[src/rtl/core/pfvs_pkg.sv]
// Shared types and codes of the vertical span unit.
// Depends on nothing; used by the sequencer, the store, the top level and the checker.
`timescale 1ns / 1ps

package pfvs_pkg;

   // Operation codes carried in the opcode field.
   typedef enum logic [1:0] {
      OP_SET    = 2'd0,
      OP_INVERT = 2'd1,
      OP_CLEAR  = 2'd2,
      OP_READ   = 2'd3
   } op_type;

   // Sequencer states.
   typedef enum logic [1:0] {
      ST_WIPE,
      ST_IDLE,
      ST_RUN,
      ST_FINISH
   } state_type;

   // Port enables from the sequencer to the store.
   typedef struct packed {
      logic wr_en;
      logic rd_en;
   } mem_ctl_type;

   // Pixels per page byte and width of a page index.
   localparam int PAGE_ROWS = 8;
   localparam int PAGE_W    = 4;

endpackage

[src/rtl/core/pfvs_seq.sv]
// Sequencer: clipping, page masks and the pipelined read-modify-write of the store.
// Depends on pfvs_pkg; drives pfvs_store through the top level.
`timescale 1ns / 1ps

module pfvs_seq #(
   parameter int COLUMNS = 128,
   parameter int PAGES   = 8,
   parameter int ADDR_W  = $clog2(PAGES * COLUMNS)
) (
   input  logic                  clock,
   input  logic                  reset,
   input  logic                  req_valid,
   output logic                  req_ready,
   input  logic [1:0]            req_opcode,
   input  logic [7:0]            req_column,
   input  logic signed [7:0]     req_row_start,
   input  logic [6:0]            req_run_length,
   input  logic [2:0]            req_read_page,
   output logic                  rsp_valid,
   input  logic                  rsp_ready,
   output logic [7:0]            rsp_read_data,
   output pfvs_pkg::mem_ctl_type mem_ctl,
   output logic [ADDR_W-1:0]     mem_waddr,
   output logic [7:0]            mem_wdata,
   output logic [ADDR_W-1:0]     mem_raddr,
   input  logic [7:0]            mem_rdata
);
   import pfvs_pkg::*;

   localparam int ROWS  = PAGES * PAGE_ROWS;
   localparam int DEPTH = PAGES * COLUMNS;

   // Store address of one page byte in one column.
   function automatic logic [ADDR_W-1:0] byte_addr(input logic [PAGE_W-1:0] page,
                                                   input logic [7:0] col);
      return ADDR_W'(int'(page) * COLUMNS + int'(col));
   endfunction

   // Bits of one page that fall inside rows lo .. hi-1.
   function automatic logic [7:0] span_mask(input logic [PAGE_W-1:0] page,
                                            input logic [6:0] lo,
                                            input logic [7:0] hi);
      logic [7:0] base;
      logic [7:0] top;
      logic [2:0] a;
      logic [3:0] b;
      base = {1'b0, page, 3'b000};
      top  = base + 8'd8;
      a    = ({1'b0, lo} > base) ? 3'({1'b0, lo} - base) : 3'd0;
      b    = (hi < top) ? 4'(hi - base) : 4'd8;
      return (8'hff << a) & (8'hff >> (4'd8 - b));
   endfunction

   state_type         state_ff, state_in;
   logic [ADDR_W-1:0] wipe_ff, wipe_in;
   op_type            op_ff, op_in;
   logic [7:0]        col_ff, col_in;
   logic [6:0]        lo_ff, lo_in;
   logic [7:0]        hi_ff, hi_in;
   logic [PAGE_W-1:0] rd_page_ff, rd_page_in;
   logic [PAGE_W:0]   left_ff, left_in;
   logic              wr_valid_ff, wr_valid_in;
   logic [PAGE_W-1:0] wr_page_ff, wr_page_in;
   logic [7:0]        res_ff, res_in;
   logic              out_valid_ff, out_valid_in;
   logic [7:0]        out_data_ff, out_data_in;

   // Clipping of the incoming word.
   op_type            req_op;
   logic signed [9:0] start_ext;
   logic signed [9:0] end_ext;
   logic [6:0]        lo_c;
   logic [7:0]        hi_c;
   logic [7:0]        hi_m1;
   logic              col_on;
   logic              run_empty;
   logic              page_on;
   logic [PAGE_W-1:0] first_page;
   logic [PAGE_W-1:0] last_page;
   logic [7:0]        new_byte;

   always_comb begin
      req_op    = op_type'(req_opcode);
      start_ext = {{2{req_row_start[7]}}, req_row_start};
      end_ext   = start_ext + $signed({3'b000, req_run_length});
      lo_c      = req_row_start[7] ? 7'd0 : req_row_start[6:0];
      col_on    = {1'b0, req_column} < 9'(COLUMNS);
      page_on   = {2'b00, req_read_page} < 5'(PAGES);
      run_empty = !col_on || (end_ext <= $signed({3'b000, lo_c}))
                  || ({1'b0, lo_c} >= 8'(ROWS));
      hi_c      = (end_ext > $signed(10'(ROWS))) ? 8'(ROWS) : end_ext[7:0];
      hi_m1     = hi_c - 8'd1;
      first_page = lo_c[6:3];
      last_page  = hi_m1[6:3];
   end

   // Modified page byte for the word in flight.
   always_comb begin
      new_byte = mem_rdata;
      unique case (op_ff)
         OP_SET:    new_byte = mem_rdata | span_mask(wr_page_ff, lo_ff, hi_ff);
         OP_INVERT: new_byte = mem_rdata ^ span_mask(wr_page_ff, lo_ff, hi_ff);
         OP_CLEAR:  new_byte = mem_rdata & ~span_mask(wr_page_ff, lo_ff, hi_ff);
         OP_READ:   new_byte = mem_rdata;
         default:   new_byte = mem_rdata;
      endcase
   end

   // State register and control state.
   always_ff @(posedge clock) begin
      if (reset) begin
         state_ff     <= ST_WIPE;
         wipe_ff      <= '0;
         wr_valid_ff  <= 1'b0;
         out_valid_ff <= 1'b0;
      end else begin
         state_ff     <= state_in;
         wipe_ff      <= wipe_in;
         wr_valid_ff  <= wr_valid_in;
         out_valid_ff <= out_valid_in;
      end
   end

   // Payload registers.
   always_ff @(posedge clock) begin
      op_ff       <= op_in;
      col_ff      <= col_in;
      lo_ff       <= lo_in;
      hi_ff       <= hi_in;
      rd_page_ff  <= rd_page_in;
      left_ff     <= left_in;
      wr_page_ff  <= wr_page_in;
      res_ff      <= res_in;
      out_data_ff <= out_data_in;
   end

   // Next state, store accesses and the output register.
   always_comb begin
      state_in     = state_ff;
      wipe_in      = wipe_ff;
      op_in        = op_ff;
      col_in       = col_ff;
      lo_in        = lo_ff;
      hi_in        = hi_ff;
      rd_page_in   = rd_page_ff;
      left_in      = left_ff;
      wr_valid_in  = 1'b0;
      wr_page_in   = wr_page_ff;
      res_in       = res_ff;
      out_valid_in = out_valid_ff && !rsp_ready;
      out_data_in  = out_data_ff;
      mem_ctl      = '0;
      mem_waddr    = byte_addr(wr_page_ff, col_ff);
      mem_wdata    = new_byte;
      mem_raddr    = byte_addr(rd_page_ff, col_ff);

      unique case (state_ff)
         // Zero the whole store after reset, one byte a cycle.
         ST_WIPE: begin
            mem_ctl.wr_en = 1'b1;
            mem_waddr     = wipe_ff;
            mem_wdata     = 8'h00;
            wipe_in       = wipe_ff + 1'b1;
            if (wipe_ff == ADDR_W'(DEPTH - 1)) begin
               state_in = ST_IDLE;
            end
         end

         // Take a word and work out which page bytes it touches.
         ST_IDLE: begin
            if (req_valid) begin
               op_in  = req_op;
               col_in = req_column;
               lo_in  = lo_c;
               hi_in  = hi_c;
               res_in = 8'h00;
               if (req_op == OP_READ) begin
                  rd_page_in = {1'b0, req_read_page};
                  left_in    = (PAGE_W + 1)'(1);
                  state_in   = (col_on && page_on) ? ST_RUN : ST_FINISH;
               end else begin
                  rd_page_in = first_page;
                  left_in    = {1'b0, last_page} - {1'b0, first_page} + 1'b1;
                  state_in   = run_empty ? ST_FINISH : ST_RUN;
               end
            end
         end

         // Read one page byte a cycle and write back the one read before.
         ST_RUN: begin
            if (left_ff != '0) begin
               mem_ctl.rd_en = 1'b1;
               rd_page_in    = rd_page_ff + 1'b1;
               left_in       = left_ff - 1'b1;
               wr_valid_in   = 1'b1;
               wr_page_in    = rd_page_ff;
            end
            if (wr_valid_ff) begin
               if (op_ff == OP_READ) begin
                  res_in = mem_rdata;
               end else begin
                  mem_ctl.wr_en = 1'b1;
               end
               if (left_ff == '0) begin
                  state_in = ST_FINISH;
               end
            end
         end

         // Hand the result to the output register once it is free.
         ST_FINISH: begin
            if (!out_valid_ff || rsp_ready) begin
               out_valid_in = 1'b1;
               out_data_in  = res_ff;
               state_in     = ST_IDLE;
            end
         end

         default: state_in = ST_IDLE;
      endcase
   end

   assign req_ready     = (state_ff == ST_IDLE);
   assign rsp_valid     = out_valid_ff;
   assign rsp_read_data = out_data_ff;

endmodule

[config.mk]
export PLATFORM = sky130hd
export DESIGN_NAME = pfvs_seq
export DESIGN_NICKNAME = d
export VERILOG_FILES = /design/src/rtl/core/pfvs_pkg.sv /design/src/rtl/core/pfvs_seq.sv
export SDC_FILE = /design/constraint.sdc
export NUM_CORES = 1
export LEC_CHECK = 0
export BUFFER_PORTS_ARGS = -buffer_cell sky130_fd_sc_hd__buf_2
export CORE_UTILIZATION = 35
export CTS_CLUSTER_DIAMETER = 100
export DETAILED_ROUTE_END_ITERATION = 10
export GPL_TIMING_DRIVEN = 0
export PLACE_DENSITY = 0.59
export SYNTH_ARGS = -nofsm -noshare
export SYNTH_HDL_FRONTEND = slang
export SYNTH_SLANG_ARGS = --single-unit
[constraint.sdc]
create_clock -name clock -period 4.9 [get_ports clock]
set_input_delay 0.98 -clock clock [delete_from_list [all_inputs] [get_ports clock]]
set_output_delay 0.98 -clock clock [all_outputs]
set_load 0.05 [all_outputs]
Word level (Yosys, flattened, before mapping). Index checks and enable logic that the tools add are counted.

Input port bits: 40. Flip-flop bits (word level): 68. Word-level logic and storage cells: 107.

Magnitude comparators: 6. Mux-type cells: 35. Bitwise gates (word level): 5. Shift operators: 2. Eq/ne operators: 15. Add/subtract/negate cells: 13. Reductions and logical operators: 18.

Operator list (count): 2-to-1 mux 8 bit (5); case mux 8 bit (4 select lines) (1); adder 10 x 8 -> 10 bit (2); bitwise AND 8 bit (2); 2-to-1 mux 4 bit (4); case mux 8 bit (2 select lines) (1); 2-to-1 mux 5 bit (3); inequality test 2 bit (second input constant) (7); adder 10 x 1 -> 10 bit (second input constant) (1); equality test 10 bit (second input constant) (1); equality test 2 bit (second input constant) (5); 2-to-1 mux 10 bit (1); 2-to-1 mux 2 bit (5); case mux 5 bit (2 select lines) (1); adder 8 x 8 -> 9 bit (1); > comparator 9 x 8 -> 1 bit (second input constant) (1); less-or-equal comparator 9 x 8 -> 1 bit (1); 2-to-1 mux 1 bit (9); adder 7 x 4 -> 8 bit (second input constant) (1); < comparator 8 bit (1); < comparator 8 bit (second input constant) (1); inverter 8 bit (1); bitwise OR 8 bit (1); case mux 2 bit (4 select lines) (1); other kinds (29) (37).

Logic depth before layout (Yosys ltp).
Word-level depth: 10. Gate-level depth with buffers: 17. Gate-level depth less buffers: 17.

Worst setup path after synthesis. No wires, ideal clock.

Path kind: register to output. Start: reg wr_page_ff[0]. End: out mem_wdata[1]. Arrival time: 3.711 ns. Required time: 3.920 ns. Stages on the path, launching flop included: 17. Buffers on the path: 0. Path slack: 0.209 ns. Cells stage by stage: edfxtp_1 -> ha_1 -> inv_1 -> ha_1 -> nor2b_1 -> o21a_1 -> o21a_1 -> o21ai_0 -> and2_1 -> nand2_1 -> ha_1 -> inv_1 -> ha_1 -> o2111ai_1 -> ha_1 -> mux4_2 -> nor2b_1.

Word-level cells in the longest chain between the ends: 10. Elaborated cells between the ends (all ways): 16. Those cells by class: add/sub: 3; order compare: 2; shift: 2; mux: 4; bitwise: 5.

RTL lines: start, declared (line pfvs_seq.sv:63) `logic [PAGE_W-1:0] wr_page_ff, wr_page_in;`; start signal, assigned (line pfvs_seq.sv:132) `wr_page_ff <= wr_page_in;`; adder 7 x 4 -> 8 bit (line pfvs_seq.sv:48) `top = base + 8'd8;`; < comparator 8 bit (line pfvs_seq.sv:50) `b = (hi < top) ? 4'(hi - base) : 4'd8;`; 2-to-1 mux 4 bit (line pfvs_seq.sv:50); subtractor 4 bit (line pfvs_seq.sv:51) `return (8'hff << a) & (8'hff >> (4'd8 - b));`; >> shifter 8 x 4 -> 8 bit (line pfvs_seq.sv:51); bitwise AND 8 bit (*) (line pfvs_seq.sv:51); inverter 8 bit (line pfvs_seq.sv:103) `OP_CLEAR: new_byte = mem_rdata & ~span_mask(wr_page_ff, lo_ff, hi_ff);`; bitwise AND 8 bit (line pfvs_seq.sv:103); case mux 8 bit (4 select lines) (*) (line pfvs_seq.sv:100) `unique case (op_ff)`; 2-to-1 mux 8 bit (*) (line pfvs_seq.sv:157) `unique case (state_ff)`; end, declared (line pfvs_seq.sv:24) `output logic [7:0] mem_wdata,`.

Every way passes the cells marked *; elsewhere a longest branch is shown, timed or not.

Worst setup path after layout. Same ends and word-level chain as after synthesis.

==> flow_summary.toml <==
[logic_synthesis]
synth-edff-count = 54
synth.area.top_cells = "edfxtp_1, ha_1, dfxtp_1"
yosysSeqAreaShare_pct = 40.7
post_synth_inst_count = 450
ys_warn_count = 0
synth-async-reset-ratio_pct = 0
synth_cell_types = 48
avgSynthCellArea_um2 = 10.4
syn_nets = 555
ys_ff_latch = 68
syn_area_um2 = 4670
yosys.area.top_type = "edfxtp_1"
synth_top_area_share_pct = 34.7
ys.flop_type = "edfxtp_1"

[placed_design]
gp_congestion = 0.831
io_buffers = 79
dp_hpwl_mm = 7.74
placed_area_um2 = 5280

[drt]
vias_per_cell = 4.94
drc = 0
via_count = 3569
first_pass_iters = 4
wire_per_inst_um = 14.0
ant_nets = 0
drt-initial-drc-count = 176
drt_wl_total_mm = 10.1

[clock_network]
ctsHoldBuffers = 0
clkSlewWorstSetupHoldPaths_ns = 0.06
cts.sinks = 68
cts_made_buffers = 9
htree_levels = 3
clockBufferDepth = 2
tritoncts = "built"
root_buffer = "clkbuf_16"
insertion_delay_ns = 0.33

[power_and_ir_drop]
p_leak_nw = 2.54
finalPower_mw = 1.54
irDropWorstVdd_v = 0.000213
p_per_area_nw_per_um2 = 264

[grt]
grt_pass1_wl_mm = 16.7
grt_max_degree = 26
grt.overflow.total = 0
grtUsageTotal_pct = 15.0
grt_pass1_vias = 3531
antenna_found_initial = 0

[cells_and_area]
n_antenna_cell = 0
syn2layout_area_growth_pct = 24.9
fin_area_um2 = 5840
layout.nets = 651
nFillCells = 1215
drive_gt1_share_pct = 28.1

[sta]
finalSetupTns_ns = -0.0630
period_share_pct = 101
tightest_slew_ns = 1.22
period_needed_ns = 4.93
clock_skew_ns = 0.00599
setup_viol = 3
rsz0062_at_grt = "yes"
fmax_mhz = 203
maxSlewHeadroom_pct = 18.4
final_hold_viol_count = 0
fin_ws_ns = -0.0319
report.final.slew_viol_count = 0

[worst_hold_path]
hp-start = "res_ff[0]"
hold_class = "flip-flop to flip-flop"

[setup_path]
arrival_ns = 3.95
critical_path_class = "flip-flop to primary output"
worstSetupEndpointType = "primary output"
critical_path.endpoint = "mem_wdata[1]"
worstPathMaxFanout = 5
startpoint_type = "flip-flop"
worst_ep_required_time_ns = 3.92
r2r_cells = 6
crit-reg2reg-launch = "state_ff[0]"
startpoint = "wr_page_ff[0]"
rrSetupSlack_ns = 2.42
reg2reg_to = "left_ff[2]"

[die]
io_pins = 80
die_h_um = 118
dieArea_um2 = 13800
rows = 41
coreArea_um2 = 12800
initial_core_util_pct = 36.4
die_w_um = 118

[outcome]
violations = "negative setup slack"
status = "finished, violations left"

[flow_run]
maxCapViolCount = 0
==> Yosys cell counts, drive strengths merged, types with 3 or more instances <==
library cell  instances
xnor2                 9
nand2b               10
and2b                 3
edfxtp               54
mux2                 10
o21ai                18
a21oi                17
o21a                  4
nor2                 32
xor2                 15
ha                   63
dfxtp                14
and2                  8
or3                   3
mux4                  8
nand3                15
inv                  54
a21o                  3
a211oi                4
nor3b                 3
nand2                26
nor3                  7
clkbuf                9
buf                  11
nor2b                14
nand4                 6
a31o                  3
o2111ai               6
==> through the flow <==
step | std cells | utilization [%] | hold WS (ns) | setup slack (ns)
3_5_place_dp | 701 | 41.2 | 0.405 | -0.226
4_1_cts | 722 | 45.0 | 0.415 | -0.0637
5_1_grt | 723 | 45.5 | 0.424 | -0.185
6_report | 723 | 45.5 | 0.416 | -0.0319
3_3_place_gp | 701 | 41.2 | 0.401 | -0.156
2_1_floorplan | 450 | - | 0.400 | 0.209
==> state kept, by name, summed over array words and instances, names as in the netlist <==
signal and count:
hi_ff 8, lo_ff 7, wr_valid_ff 1, rd_page_ff 4, rsp_valid 1, state_ff 2, col_ff 8, wr_page_ff 4
rsp_read_data 8, left_ff 5, res_ff 8, op_ff 2, wipe_ff 10
==> area by class of cell <==
cell class	instances	area, µm²	share of cell area (%)
clock buffer	10	239	4.09
inverter	54	203	3.47
clock inverter	6	70.1	1.20
timing repair buffer	85	482	8.25
sequential	68	1900	32.6
multi-input combinational	308	2620	44.9
buffer	20	106	1.82
tap	172	215	3.69
==> layer usage <==
metal  track usage (%)  routed length [µm]  vias up
li1                  -                   -     1771
met1              19.2                4840     1694
met2              25.7                4740       90
met3              2.71                 413       14
met4              4.25                 138        0
met5                 0                   0        -
==> what timing repair did <==
item	4_1_cts	5_1_grt
buffers inserted	5	1
pin swaps	11	9
setup endpoints to repair	7	8
gates cloned	0	0
resized for setup	31	11
==> cells by family after synthesis <==
logic type / count (synthesis) / share of synthesized area [%]
buffers and inverters: 74 / 6.61
xor gates and xnor gates: 24 / 4.50
AOI/OAI and AO/OA: 65 / 9.10
DFF: 68 / 40.7
muxes: 20 / 6.69
adders and majority gates: 65 / 17.7
and+or+nand+nor: 134 / 14.7
==> placed cells by master, fill, tap and decap left out, drive strengths merged, types with 3 or more instances in the layout <==
cell,Yosys,layout
a211oi,4,4
a21o,3,3
a21oi,17,17
a31o,3,3
and2,8,8
and2b,3,3
buf,11,96
clkbuf,9,19
clkinv,0,3
dfxtp,14,14
edfxtp,54,54
ha,63,63
inv,54,56
mux2,10,10
mux4,8,8
nand2,26,26
nand2b,10,10
nand3,15,15
nand4,6,6
nor2,32,32
nor2b,14,14
nor3,7,7
nor3b,3,3
o2111ai,6,6
o21a,4,4
o21ai,18,18
or3,3,3
xnor2,9,9
xor2,15,15
==> critical path, cell delays in order (launching register included) <==
cell and delay, ns:
edfxtp_1 0.43, ha_1 0.31, inv_1 0.04, ha_1 0.25, nor2b_1 0.13, o21a_1 0.16, o21a_1 0.17, o21ai_2 0.19
and2_4 0.20, nand2_4 0.06, ha_4 0.16, inv_2 0.06, ha_4 0.22, o2111ai_4 0.25, ha_4 0.24, mux4_2 0.44
nor2b_4 0.14, buf_8 0.17
==> power by group <==
group	switching [mW]	internal [mW]	total [mW]
clock network	0.248	0.412	0.660
logic	0.141	0.110	0.251
registers	0.00282	0.630	0.633
==> worst min path at each step <==
stage | end | slack (ns) | depth (start not counted)
global placement | rsp_read_data[7] | 0.40 | 0
CTS | rsp_read_data[2] | 0.42 | 0
detailed placement | rsp_read_data[0] | 0.40 | 0
finish | rsp_read_data[0] | 0.42 | 0
floorplan | rsp_read_data[0] | 0.40 | 0
global route | rsp_read_data[3] | 0.42 | 0
Power figures use the tool's default switching activity.
